### src/hdl/pkcrc_pkg.sv
// shared types, constants and crc helper for the packet crc16 seal and check block
package pkcrc_pkg;

    localparam int MAX_PACKET_BYTES = 4096;
    localparam int COUNT_W          = $clog2(MAX_PACKET_BYTES + 2);
    localparam logic [15:0] POLY_RESET = 16'h1021;
    localparam logic [15:0] CRC_TOP_BIT = 16'h8000;

    localparam int PUSH_MAX   = 3;
    localparam int FIFO_DEPTH = 8;
    localparam int PTR_W      = $clog2(FIFO_DEPTH);
    localparam int FILL_W     = PTR_W + 1;

    localparam int APB_ADDR_W = 3;
    localparam int APB_DATA_W = 32;
    localparam logic REG_POLY = 1'b0;

    typedef enum logic [1:0] {
        ST_OK       = 2'd0,
        ST_MISMATCH = 2'd1,
        ST_SHORT    = 2'd2,
        ST_LONG     = 2'd3
    } status_t;

    typedef struct packed {
        logic [7:0] out_byte;
        logic       is_crc_byte;
        logic       end_of_packet;
        status_t    status;
    } result_t;

    // one byte through the crc, msb first
    function automatic logic [15:0] crc_feed(input logic [15:0] crc,
                                             input logic [7:0]  b,
                                             input logic [15:0] poly);
        logic [15:0] c;
        c = crc ^ {b, 8'h00};
        for (int i = 0; i < 8; i++) begin
            if ((c & CRC_TOP_BIT) != 16'h0000) begin
                c = {c[14:0], 1'b0} ^ poly;
            end else begin
                c = {c[14:0], 1'b0};
            end
        end
        return c;
    endfunction

endpackage

### src/hdl/pkcrc_result_fifo.sv
// result queue taking up to three results per beat and releasing one per beat while out_ready is high
module pkcrc_result_fifo (
    input  logic                                aclk,
    input  logic                                aresetn,
    input  logic [1:0]                          push_cnt,
    input  pkcrc_pkg::result_t                  push_data [pkcrc_pkg::PUSH_MAX],
    output logic                                space_ok,
    output logic                                out_valid,
    input  logic                                out_ready,
    output pkcrc_pkg::result_t                  out_data
);
    import pkcrc_pkg::*;

    result_t           mem [FIFO_DEPTH];
    logic [PTR_W-1:0]  wr_ptr_reg, wr_ptr_next;
    logic [PTR_W-1:0]  rd_ptr_reg, rd_ptr_next;
    logic [FILL_W-1:0] fill_reg, fill_next;
    logic              pop;

    assign out_valid = (fill_reg != '0);
    assign out_data  = mem[rd_ptr_reg];
    assign pop       = out_valid && out_ready;
    // room for a full end-of-packet burst regardless of the pop this cycle
    assign space_ok  = (fill_reg <= FILL_W'(FIFO_DEPTH - PUSH_MAX));

    always_comb begin
        wr_ptr_next = wr_ptr_reg + PTR_W'(push_cnt);
        rd_ptr_next = rd_ptr_reg + PTR_W'(pop);
        fill_next   = fill_reg + FILL_W'(push_cnt) - FILL_W'(pop);
    end

    always_ff @(posedge aclk) begin
        for (int k = 0; k < PUSH_MAX; k++) begin
            if (2'(k) < push_cnt) begin
                mem[wr_ptr_reg + PTR_W'(k)] <= push_data[k];
            end
        end
    end

    always_ff @(posedge aclk) begin
        if (!aresetn) begin
            wr_ptr_reg <= '0;
            rd_ptr_reg <= '0;
            fill_reg   <= '0;
        end else begin
            wr_ptr_reg <= wr_ptr_next;
            rd_ptr_reg <= rd_ptr_next;
            fill_reg   <= fill_next;
        end
    end

endmodule

### src/hdl/packet_crc16_seal_and_check_top.sv
// top level of the packet crc16 seal and check block
//
//  channel   direction  tdata          tuser                      tlast
//  s_        in         data_byte      operation                  last_byte
//  m_        out        out_byte       is_crc_byte, status        end_of_packet
//  apb       in/out     crc_polynomial at byte address 0
//
// one input beat per cycle; the byte crc update is combinational xor logic
// feeding an eight-entry result queue. a packet end pushes up to three results,
// so s_tready drops while the queue holds more than five, otherwise the input
// keeps flowing while results wait on m_tready. synchronous active-low reset
// clears the packet state, the queue and sets the polynomial to 0x1021.
module packet_crc16_seal_and_check_top (
    input  logic                               aclk,
    input  logic                               aresetn,
    input  logic                               s_tvalid,
    output logic                               s_tready,
    input  logic [7:0]                         s_tdata,   // [7:0] data_byte
    input  logic                               s_tlast,   // last_byte
    input  logic                               s_tuser,   // [0] operation
    output logic                               m_tvalid,
    input  logic                               m_tready,
    output logic [7:0]                         m_tdata,   // [7:0] out_byte
    output logic                               m_tlast,   // end_of_packet
    output logic [2:0]                         m_tuser,   // [0] is_crc_byte, [2:1] status
    input  logic                               psel,
    input  logic                               penable,
    input  logic                               pwrite,
    input  logic [pkcrc_pkg::APB_ADDR_W-1:0]   paddr,
    input  logic [pkcrc_pkg::APB_DATA_W-1:0]   pwdata,
    output logic [pkcrc_pkg::APB_DATA_W-1:0]   prdata,
    output logic                               pready
);
    import pkcrc_pkg::*;

    logic [15:0]        poly_reg;
    logic [15:0]        crc_reg, crc_next;
    logic [7:0]         older_reg, older_next;
    logic [7:0]         newer_reg, newer_next;
    logic [COUNT_W-1:0] count_reg, count_next;
    logic               op_reg, op_next;

    logic               accept;
    logic               cur_op;
    logic [15:0]        crc_fed;
    logic [COUNT_W-1:0] count_inc;
    logic               pay_valid;
    result_t            pay_res, end_res0, end_res1;
    logic [1:0]         end_cnt;
    logic [1:0]         push_cnt;
    result_t            push_data [PUSH_MAX];
    logic               space_ok;
    result_t            out_res;
    logic               cfg_wr;

    // configuration port
    assign pready = 1'b1;
    assign cfg_wr = psel && penable && pwrite && pready && (paddr[2] == REG_POLY);
    assign prdata = (paddr[2] == REG_POLY) ? APB_DATA_W'(poly_reg) : '0;

    always_ff @(posedge aclk) begin
        if (!aresetn) begin
            poly_reg <= POLY_RESET;
        end else if (cfg_wr) begin
            poly_reg <= pwdata[15:0];
        end
    end

    assign s_tready = space_ok;
    assign accept   = s_tvalid && s_tready;

    always_comb begin
        cur_op    = (count_reg == '0) ? s_tuser : op_reg;
        // older held byte becomes payload once two newer beats have arrived
        pay_valid = 1'b0;
        crc_fed   = crc_reg;
        if (count_reg >= COUNT_W'(2)) begin
            crc_fed   = crc_feed(crc_reg, older_reg, poly_reg);
            pay_valid = cur_op;
        end
        count_inc = (count_reg < COUNT_W'(MAX_PACKET_BYTES + 1)) ?
                    count_reg + COUNT_W'(1) : count_reg;

        pay_res  = '{out_byte: older_reg, is_crc_byte: 1'b0,
                     end_of_packet: 1'b0, status: ST_OK};
        end_res0 = '{out_byte: 8'h00, is_crc_byte: 1'b0,
                     end_of_packet: 1'b1, status: ST_SHORT};
        end_res1 = end_res0;
        end_cnt  = 2'd0;
        if (s_tlast) begin
            if (count_inc < COUNT_W'(2)) begin
                end_cnt = 2'd1;
            end else if (cur_op) begin
                end_cnt  = 2'd2;
                end_res0 = '{out_byte: crc_fed[7:0], is_crc_byte: 1'b1,
                             end_of_packet: 1'b0, status: ST_OK};
                end_res1 = '{out_byte: crc_fed[15:8], is_crc_byte: 1'b1,
                             end_of_packet: 1'b1,
                             status: (count_inc > COUNT_W'(MAX_PACKET_BYTES)) ?
                                     ST_LONG : ST_OK};
            end else begin
                // trailer is little endian: newest byte is the high half
                end_cnt  = 2'd1;
                end_res0 = '{out_byte: 8'h00, is_crc_byte: 1'b0,
                             end_of_packet: 1'b1,
                             status: ({s_tdata, newer_reg} == crc_fed) ?
                                     ST_OK : ST_MISMATCH};
            end
        end

        if (pay_valid) begin
            push_data[0] = pay_res;
            push_data[1] = end_res0;
            push_data[2] = end_res1;
        end else begin
            push_data[0] = end_res0;
            push_data[1] = end_res1;
            push_data[2] = end_res1;
        end
        push_cnt = accept ? (end_cnt + 2'(pay_valid)) : 2'd0;

        crc_next   = crc_reg;
        older_next = older_reg;
        newer_next = newer_reg;
        count_next = count_reg;
        op_next    = op_reg;
        if (accept) begin
            if (s_tlast) begin
                crc_next   = '0;
                older_next = '0;
                newer_next = '0;
                count_next = '0;
                op_next    = 1'b0;
            end else begin
                crc_next   = crc_fed;
                older_next = newer_reg;
                newer_next = s_tdata;
                count_next = count_inc;
                op_next    = cur_op;
            end
        end
    end

    always_ff @(posedge aclk) begin
        if (!aresetn) begin
            crc_reg   <= '0;
            older_reg <= '0;
            newer_reg <= '0;
            count_reg <= '0;
            op_reg    <= 1'b0;
        end else begin
            crc_reg   <= crc_next;
            older_reg <= older_next;
            newer_reg <= newer_next;
            count_reg <= count_next;
            op_reg    <= op_next;
        end
    end

    pkcrc_result_fifo u_result_fifo (
        .aclk      (aclk),
        .aresetn   (aresetn),
        .push_cnt  (push_cnt),
        .push_data (push_data),
        .space_ok  (space_ok),
        .out_valid (m_tvalid),
        .out_ready (m_tready),
        .out_data  (out_res)
    );

    assign m_tdata = out_res.out_byte;
    assign m_tlast = out_res.end_of_packet;
    assign m_tuser = {out_res.status, out_res.is_crc_byte};

endmodule

### config.mk
export PLATFORM = sky130hd
export DESIGN_NAME = packet_crc16_seal_and_check_top
export DESIGN_NICKNAME = d
export VERILOG_FILES = /design/src/hdl/pkcrc_pkg.sv /design/src/hdl/pkcrc_result_fifo.sv /design/src/hdl/packet_crc16_seal_and_check_top.sv
export SDC_FILE = /design/constraint.sdc
export NUM_CORES = 1
export LEC_CHECK = 0
export BUFFER_PORTS_ARGS = -buffer_cell sky130_fd_sc_hd__buf_2
export CORE_ASPECT_RATIO = 2
export CORE_UTILIZATION = 57
export CTS_CLUSTER_DIAMETER = 30
export CTS_CLUSTER_SIZE = 24
export DETAILED_ROUTE_END_ITERATION = 7
export PLACE_DENSITY = 0.76
export SLEW_MARGIN = 20
export SYNTH_ARGS = -nofsm -noshare
export SYNTH_HDL_FRONTEND = slang
export SYNTH_SLANG_ARGS = --single-unit
### constraint.sdc
create_clock -name aclk -period 10.78 [get_ports aclk]
set_input_delay 1.617 -clock aclk [delete_from_list [all_inputs] [get_ports aclk]]
set_output_delay 1.617 -clock aclk [all_outputs]
set_load 0.05 [all_outputs]
==> results of run 1 <==
-- placed cells by master, fill, tap and decap left out, types with 10 or more instances in the layout --
cell	n
a211oi_1	13
a21boi_0	20
a21o_1	15
a21oi_1	79
a221o_1	13
a22oi_1	35
a31oi_1	16
and2_1	26
and3_1	30
buf_2	63
buf_4	20
clkbuf_16	17
conb_1	17
dfxtp_1	79
edfxtp_1	88
ha_1	15
inv_1	28
mux2_2	23
mux4_2	24
nand2_1	265
nand3_1	48
nor2_1	100
nor2b_1	51
nor3_1	27
nor4_1	11
o21ai_0	71
o221ai_1	36
o31ai_1	12
xnor2_1	93
xnor3_1	10
xor2_1	25
-- layout make-up --
| class | instances | share of cell area |
|---|---|---|
| Timing Repair Buffer | 83 | 0.0330 |
| Clock buffer | 18 | 0.0305 |
| Multi-Input combinational cell | 1226 | 0.589 |
| Clock inverter | 14 | 0.0139 |
| Tap cell | 280 | 0.0249 |
| Inverter | 30 | 0.00799 |
| Sequential cell | 168 | 0.301 |
-- through the flow --
stage	setup slack, ps	utilization
global route	3290	0.622
CTS	3880	0.622
global placement	4020	0.595
finish	3710	0.622
detailed placement	3970	0.595
floorplan	5750	-
-- cell families (layout without fill, tap and decap cells) --
logic type | Yosys count | in the layout
simple gates | 601 | 601
compound gates | 393 | 393
flops | 168 | 168
buf+inv | 151 | 145
xor+xnor | 144 | 144
mux | 54 | 54
fa+ha+maj | 17 | 17
other cells | 2 | 17
-- power groups by stage --
stage | clock, mW | sequential (mW) | combinational [mW]
4_1_cts | 0.668 | 0.762 | 0.537
6_report | 0.666 | 0.760 | 0.540
2_1_floorplan | 0 | 0.731 | 0.456
5_1_grt | 0.687 | 0.768 | 0.580
3_3_place_gp | 0 | 0.774 | 0.528
3_5_place_dp | 0 | 0.776 | 0.535
-- worst min-delay path, delay by kind of cell, from the launching register on --
family / cells / cell delay, ps
DFF: 1 / 320
AOI/OAI and AO/OA: 1 / 60
and+or+nand+nor: 1 / 60
-- routing by layer --
| metal | up-vias | part of all wire | track usage |
|---|---|---|---|
| li1 | 5524 | - | - |
| met1 | 5699 | 0.32 | 0.334 |
| met2 | 665 | 0.52 | 0.641 |
| met3 | 242 | 0.065 | 0.0794 |
| met4 | 0 | 0.10 | 0.331 |
| met5 | - | 0 | 0 |
-- worst paths after layout --
kind | endpoint | cells past startpoint
max | u_result_fifo.mem[4][8]$_DFFE_PP_ | 15
min | poly_reg[15]$_SDFFE_PN0P_ | 2
max reg2reg | u_result_fifo.mem[4][8]$_DFFE_PP_ | 15
min reg2reg | poly_reg[15]$_SDFFE_PN0P_ | 2
==> metrics.cfg, run 1 <==
[setup_path]
cp-end-kind = register
reg2reg_slack_ps = 3710
arrival_ps = 7160
cpMostUsedCell = nor2_1
worstPathCellList = nor3_1, nand4_1, o31ai_1, nand4_1, nor2_1, and3_1, mux2i_1, o41a_1, nand2b_1, xnor2_1, nand2_1, or2_2, nor2_1, nor2_1, nand2_1
slowest_stage = xnor2_1
path_delay_family = simple AND/OR/NAND/NOR gates
critPathLaunchType = register
path_class = reg -> reg
cp-startpoint = count_reg[7]$_SDFFE_PN0P_
r2r-start = count_reg[7]$_SDFFE_PN0P_
worstPathMaxFanout = 22
slowest_delay_ps = 740
path_buf_inv = 0
required_ps = 10870

[floorplanning]
die_area_sq_um = 23700
initial_core_util = 0.580
die_w_um = 109
ios = 99
rows = 78
core_area_sq_um = 22600
die_h_um = 217

[place]
placed_cell_area_sq_um = 13500
place_inst = 1787
place_hpwl_mm = 30.7
io_buffers = 63
gp_congestion = 0.971

[power_and_ir_drop]
internal_power_mw = 1.30
pwr-share-clk = 0.339
power_mw = 1.97
p_sw_uw = 667
p_per_area_nw_per_um2 = 140
p_seq_frac = 0.387
vdd_ir_drop_max_mv = 0.132
leakagePower_nw = 5.03
swShare = 0.339
power_frac_comb = 0.275

[clock_tree]
numCtsBuffers = 17
cts_root_buf = clkbuf_16
clk_latency_ps = 460
postCtsSetupRepairBufs = 0
clk_pin_slew_ps = 60
htreeDepth = 4
ctsResizeCount = 0
cts_tree = built
cts.sinks = 168
cts_hold_buf = 0
clockBufferDepth = 2

[synth]
synth_top_area_share = 0.201
yosys-top-cells-count = 265 x nand2_1, 101 x nor2_1, 93 x xnor2_1
synth-simple-area-share = 0.213
yosysWarnings = 0
synth_edf_count = 88
yosysMostFrequentCell = nand2_1
synthMuxAreaShare = 0.0663
netlist_area_sq_um = 13100
synthXorXnorAreaFrac = 0.119
ys_types = 88
synth.largest_area_cell = edfxtp_1
synth_compound_area_frac = 0.210
ys_top_cells_by_area = edfxtp_1 20%, dfxtp_1 12%, nand2_1 7.6%, xnor2_1 6.2%, mux4_2 4.1%
dominantRegCellSynth = edfxtp_1
synth-seq-cells = 168
ys_seq_area_frac = 0.323
async_flop_share = 0
synth-adder-area-share = 0.0173
syn_avg_cell_area_sq_um = 8.59
syn_inst = 1530
synth_top_family_by_area = simple AND/OR/NAND/NOR gates

[grt]
grt_max_degree = 73
grt_usage = 0.363
grt_antenna_before_repair = 1
grt_pass1_vias = 11800
grt_overflow = 0
grt_pass1_wl_mm = 63.6

[sta]
finalSetupViolCount = 0
rsz0062_at_grt = no
final_hold_viol_count = 0
slew_headroom = 0.267
fmax_mhz = 141
fin_worst_skew_ps = 12.0
setup_tns_ps = 0
post-route-min-period_ps = 7070
holdWs_ps = 494
slew_violations = 0
period_share = 0.656
tightest_slew_ps = 1100

[detailed_routing]
wire_per_inst_um = 22.8
drc_errors = 0
vias = 12100
vias_per_cell = 6.67
drt_iter0_drc = 956
wirelength_mm = 41.5
drt-pass1-iter-count = 6
ant_nets = 0

[hold_path]
hold_start = poly_reg[15]$_SDFFE_PN0P_
hold_class = reg -> reg

[final_layout]
fin_nets = 1595
fin_area_sq_um = 14100
drive_gt1_frac = 0.125
multi_input_area_sq_um = 8290
regArea_sq_um = 4250
layout.cells.non_filler = 1819
diodes = 0
largest_reg_flops = 96
syn2layout_area_growth_pct = 7.23
fill_cells = 2037

[job]
drv_cap = 0

[outcome]
run_status = completed

(Power assumes the default switching activity.)
==> run 2, diff against run 1 <==
- ABC_AREA: not set -> 1
- clock period: 10.78 -> 6.7 ns (I/O delays scaled with it)
==> metrics.cfg, run 2 <==
[outcome]
run_status = completed  ; unchanged

[sta]
fin_ws_ps = 857  ; was 3710 ps
period_share = 0.872  ; was 0.656
setup_tns_ps = 0  ; unchanged
slew_headroom = 0.438  ; was 0.267
fmax_mhz = 171  ; was 141 MHz
tightest_slew_ps = 836  ; was 1100 ps
slew_violations = 0  ; unchanged
post-route-min-period_ps = 5840  ; was 7070 ps
holdWs_ps = 476  ; was 494 ps
final_hold_viol_count = 0  ; unchanged
fin_worst_skew_ps = 11.1  ; was 12.0 ps
rsz0062_at_grt = no  ; unchanged
finalSetupViolCount = 0  ; unchanged

[power_and_ir_drop]
leakagePower_nw = 5.40  ; was 5.03 nW
power_mw = 3.27  ; was 1.97 mW
p_per_area_nw_per_um2 = 249  ; was 140 nW/um^2
vdd_ir_drop_max_mv = 0.292  ; was 0.132 mV

[detailed_routing]
drc_errors = 0  ; unchanged
vias = 12100  ; about the same
vias_per_cell = 5.81  ; was 6.67
drt-pass1-iter-count = 6  ; unchanged
wire_per_inst_um = 18.7  ; was 22.8 um
ant_nets = 0  ; unchanged
wirelength_mm = 39.0  ; was 41.5 mm
drt_iter0_drc = 748  ; was 956

[grt]
grt_antenna_before_repair = 0  ; was 1
grt_max_degree = 51  ; was 73
grt_usage = 0.367  ; was 0.363
grt_overflow = 0  ; unchanged
grt_pass1_wl_mm = 60.8  ; was 63.6 mm
grt_pass1_vias = 11500  ; was 11,800

[synth]
yosysWarnings = 0  ; unchanged
ys_types = 48  ; was 88
dominantRegCellSynth = edfxtp_1  ; unchanged
synth_top_family_by_area = simple AND/OR/NAND/NOR gates  ; unchanged
synth.largest_area_cell = edfxtp_1  ; unchanged
synth-simple-area-share = 0.313  ; was 0.213
syn_inst = 1772  ; was 1,530
synth-seq-cells = 168  ; unchanged
ys_seq_area_frac = 0.349  ; was 0.323
synth_edf_count = 88  ; unchanged
yosys-top-cells-count = 479 x nand2_1, 208 x nor2_1, 180 x inv_1  ; was 265 x nand2_1, 101 x nor2_1, 93 x xnor2_1
ys_top_cells_by_area = edfxtp_1 22%, nand2_1 15%, dfxtp_1 13%, nor2_1 6.4%, inv_1 5.5%  ; was edfxtp_1 20%, dfxtp_1 12%, nand2_1 7.6%, xnor2_1 6.2%, mux4_2 4.1%
netlist_area_sq_um = 12200  ; was 13,100 sq um
synthMuxAreaShare = 0  ; was 0.0663
synthXorXnorAreaFrac = 0.0612  ; was 0.119
yosysMostFrequentCell = nand2_1  ; unchanged
synth-adder-area-share = 0.0187  ; was 0.0173
synth_compound_area_frac = 0.158  ; was 0.210
syn_avg_cell_area_sq_um = 6.87  ; was 8.59 sq um
synth_top_area_share = 0.217  ; was 0.201
async_flop_share = 0  ; unchanged

[clock_tree]
postCtsSetupRepairBufs = 0  ; unchanged
cts_root_buf = clkbuf_16  ; unchanged
cts.sinks = 168  ; unchanged
cts_hold_buf = 0  ; unchanged
ctsResizeCount = 0  ; unchanged
htreeDepth = 4  ; unchanged
clk_latency_ps = 450  ; was 460 ps
clockBufferDepth = 2  ; unchanged
cts_tree = built  ; unchanged
clk_pin_slew_ps = 70  ; was 60 ps
numCtsBuffers = 17  ; unchanged

[final_layout]
fin_nets = 1870  ; was 1,595
final_common_cell = nand2_1  ; unchanged
layout.cells.non_filler = 2083  ; was 1,819
drive_gt1_frac = 0.111  ; was 0.125
fin_area_sq_um = 13100  ; was 14,100 sq um
diodes = 0  ; unchanged
layout_common_cells = 479 x nand2_1, 207 x nor2_1, 180 x inv_1  ; was 265 x nand2_1, 100 x nor2_1, 93 x xnor2_1
fin_util = 0.628  ; was 0.622
largest_reg_flops = 96  ; unchanged
syn2layout_area_growth_pct = 7.98  ; was 7.23%

[place]
place_inst = 2051  ; was 1,787
place_hpwl_mm = 30.1  ; was 30.7 mm
gp_congestion = 1.08  ; was 0.971
preCtsSetupSlack_ps = 1350  ; was 3970 ps
placed_cell_area_sq_um = 12600  ; was 13,500 sq um
io_buffers = 63  ; unchanged

[setup_path]
critPathLaunchType = register  ; unchanged
arrival_ps = 5920  ; was 7160 ps
cp-end-kind = register  ; unchanged
worstPathMaxFanout = 11  ; was 22
required_ps = 6780  ; was 10,870 ps
worstRegToRegCells = 21  ; was 15
path_class = reg -> reg  ; unchanged

[floorplanning]
rows = 75  ; was 78
ios = 99  ; unchanged
die_h_um = 209  ; was 217 um
die_w_um = 105  ; was 109 um
die_area_sq_um = 22000  ; was 23,700 sq um
core_area_sq_um = 20900  ; was 22,600 sq um
initial_core_util = 0.582  ; was 0.580

[job]
drv_cap = 0  ; unchanged

[hold_path]
hold_class = reg -> reg  ; unchanged
whs_path_depth = 2  ; unchanged

==> run 2: cell count changes after synthesis, moves of 23 or more <==
| cell | previous run | this run |
|---|---|---|
| nor2b_1 | 51 | 0 |
| mux2_2 | 23 | 0 |
| and3_1 | 30 | 1 |
| mux4_2 | 24 | 0 |
| o21ai_0 | 71 | 118 |
| xnor2_1 | 93 | 39 |
| nand2_1 | 265 | 479 |
| nand3_1 | 48 | 114 |
| nor2_1 | 101 | 208 |
| a22oi_1 | 35 | 0 |
| clkbuf_1 | 80 | 55 |
| and2_1 | 26 | 1 |
| inv_1 | 28 | 180 |
==> run 2: final cells by class <==
cell class              instances  area [sq um]
clock inverters                15           139
fillers                      1973          7780
well taps                     269           337
clock buffers                  17           425
repair buffers                 84           473
multi-input cells            1329          6780
inverters                     201           754
flip-flops and latches        168          4240
==> run 2: worst paths after layout <==
kind                                           startpoint                           endpoint  slack (ps)
worst min-delay path              crc_reg[3]$_SDFFE_PN0P_            crc_reg[3]$_SDFFE_PN0P_         480
worst max-delay path            count_reg[8]$_SDFFE_PN0P_  u_result_fifo.mem[5][7]$_DFFE_PP_         860
worst max register to register  count_reg[8]$_SDFFE_PN0P_  u_result_fifo.mem[5][7]$_DFFE_PP_         860
worst min register to register    crc_reg[3]$_SDFFE_PN0P_            crc_reg[3]$_SDFFE_PN0P_         480
==> run 2: power breakdown <==
group          leakage (nW)  switching (mW)  internal [mW]
sequential             1.44          0.0385           1.14
combinational          3.68           0.814          0.289
clock                 0.278           0.466          0.520
==> run 2: cell families after synthesis <==
group / after synthesis
XOR/XNOR: 83
AND/OR/NAND/NOR: 888
adder cells (fa/ha/maj): 17
buffers and inverters: 290
flip-flops: 168
AO/OA/AOI/OAI: 324
other: 2
==> run 2: worst max-delay path, cell delays in order, from the launching register on <==
cell and delay [ps]:
dfxtp_1 350, inv_1 120, nand2_1 100, nor4_2 330, a31oi_1 270, nor2_1 220
nand3_1 110, xor2_1 180, nand4_1 120, nor2_1 200, nand3_1 190, a21boi_0 700
ha_1 300, xor2_1 250, nand2_1 200, nor2_1 130, inv_1 90, nor2_1 180
clkinv_1 430, nand2_1 370, inv_2 160, nand2_1 490
==> run 2: per-layer routing <==
metal  part of all wire  track usage
met4               0.11        0.340
met3              0.048       0.0652
met2               0.53        0.687
met5                  0            0
met1               0.31        0.320
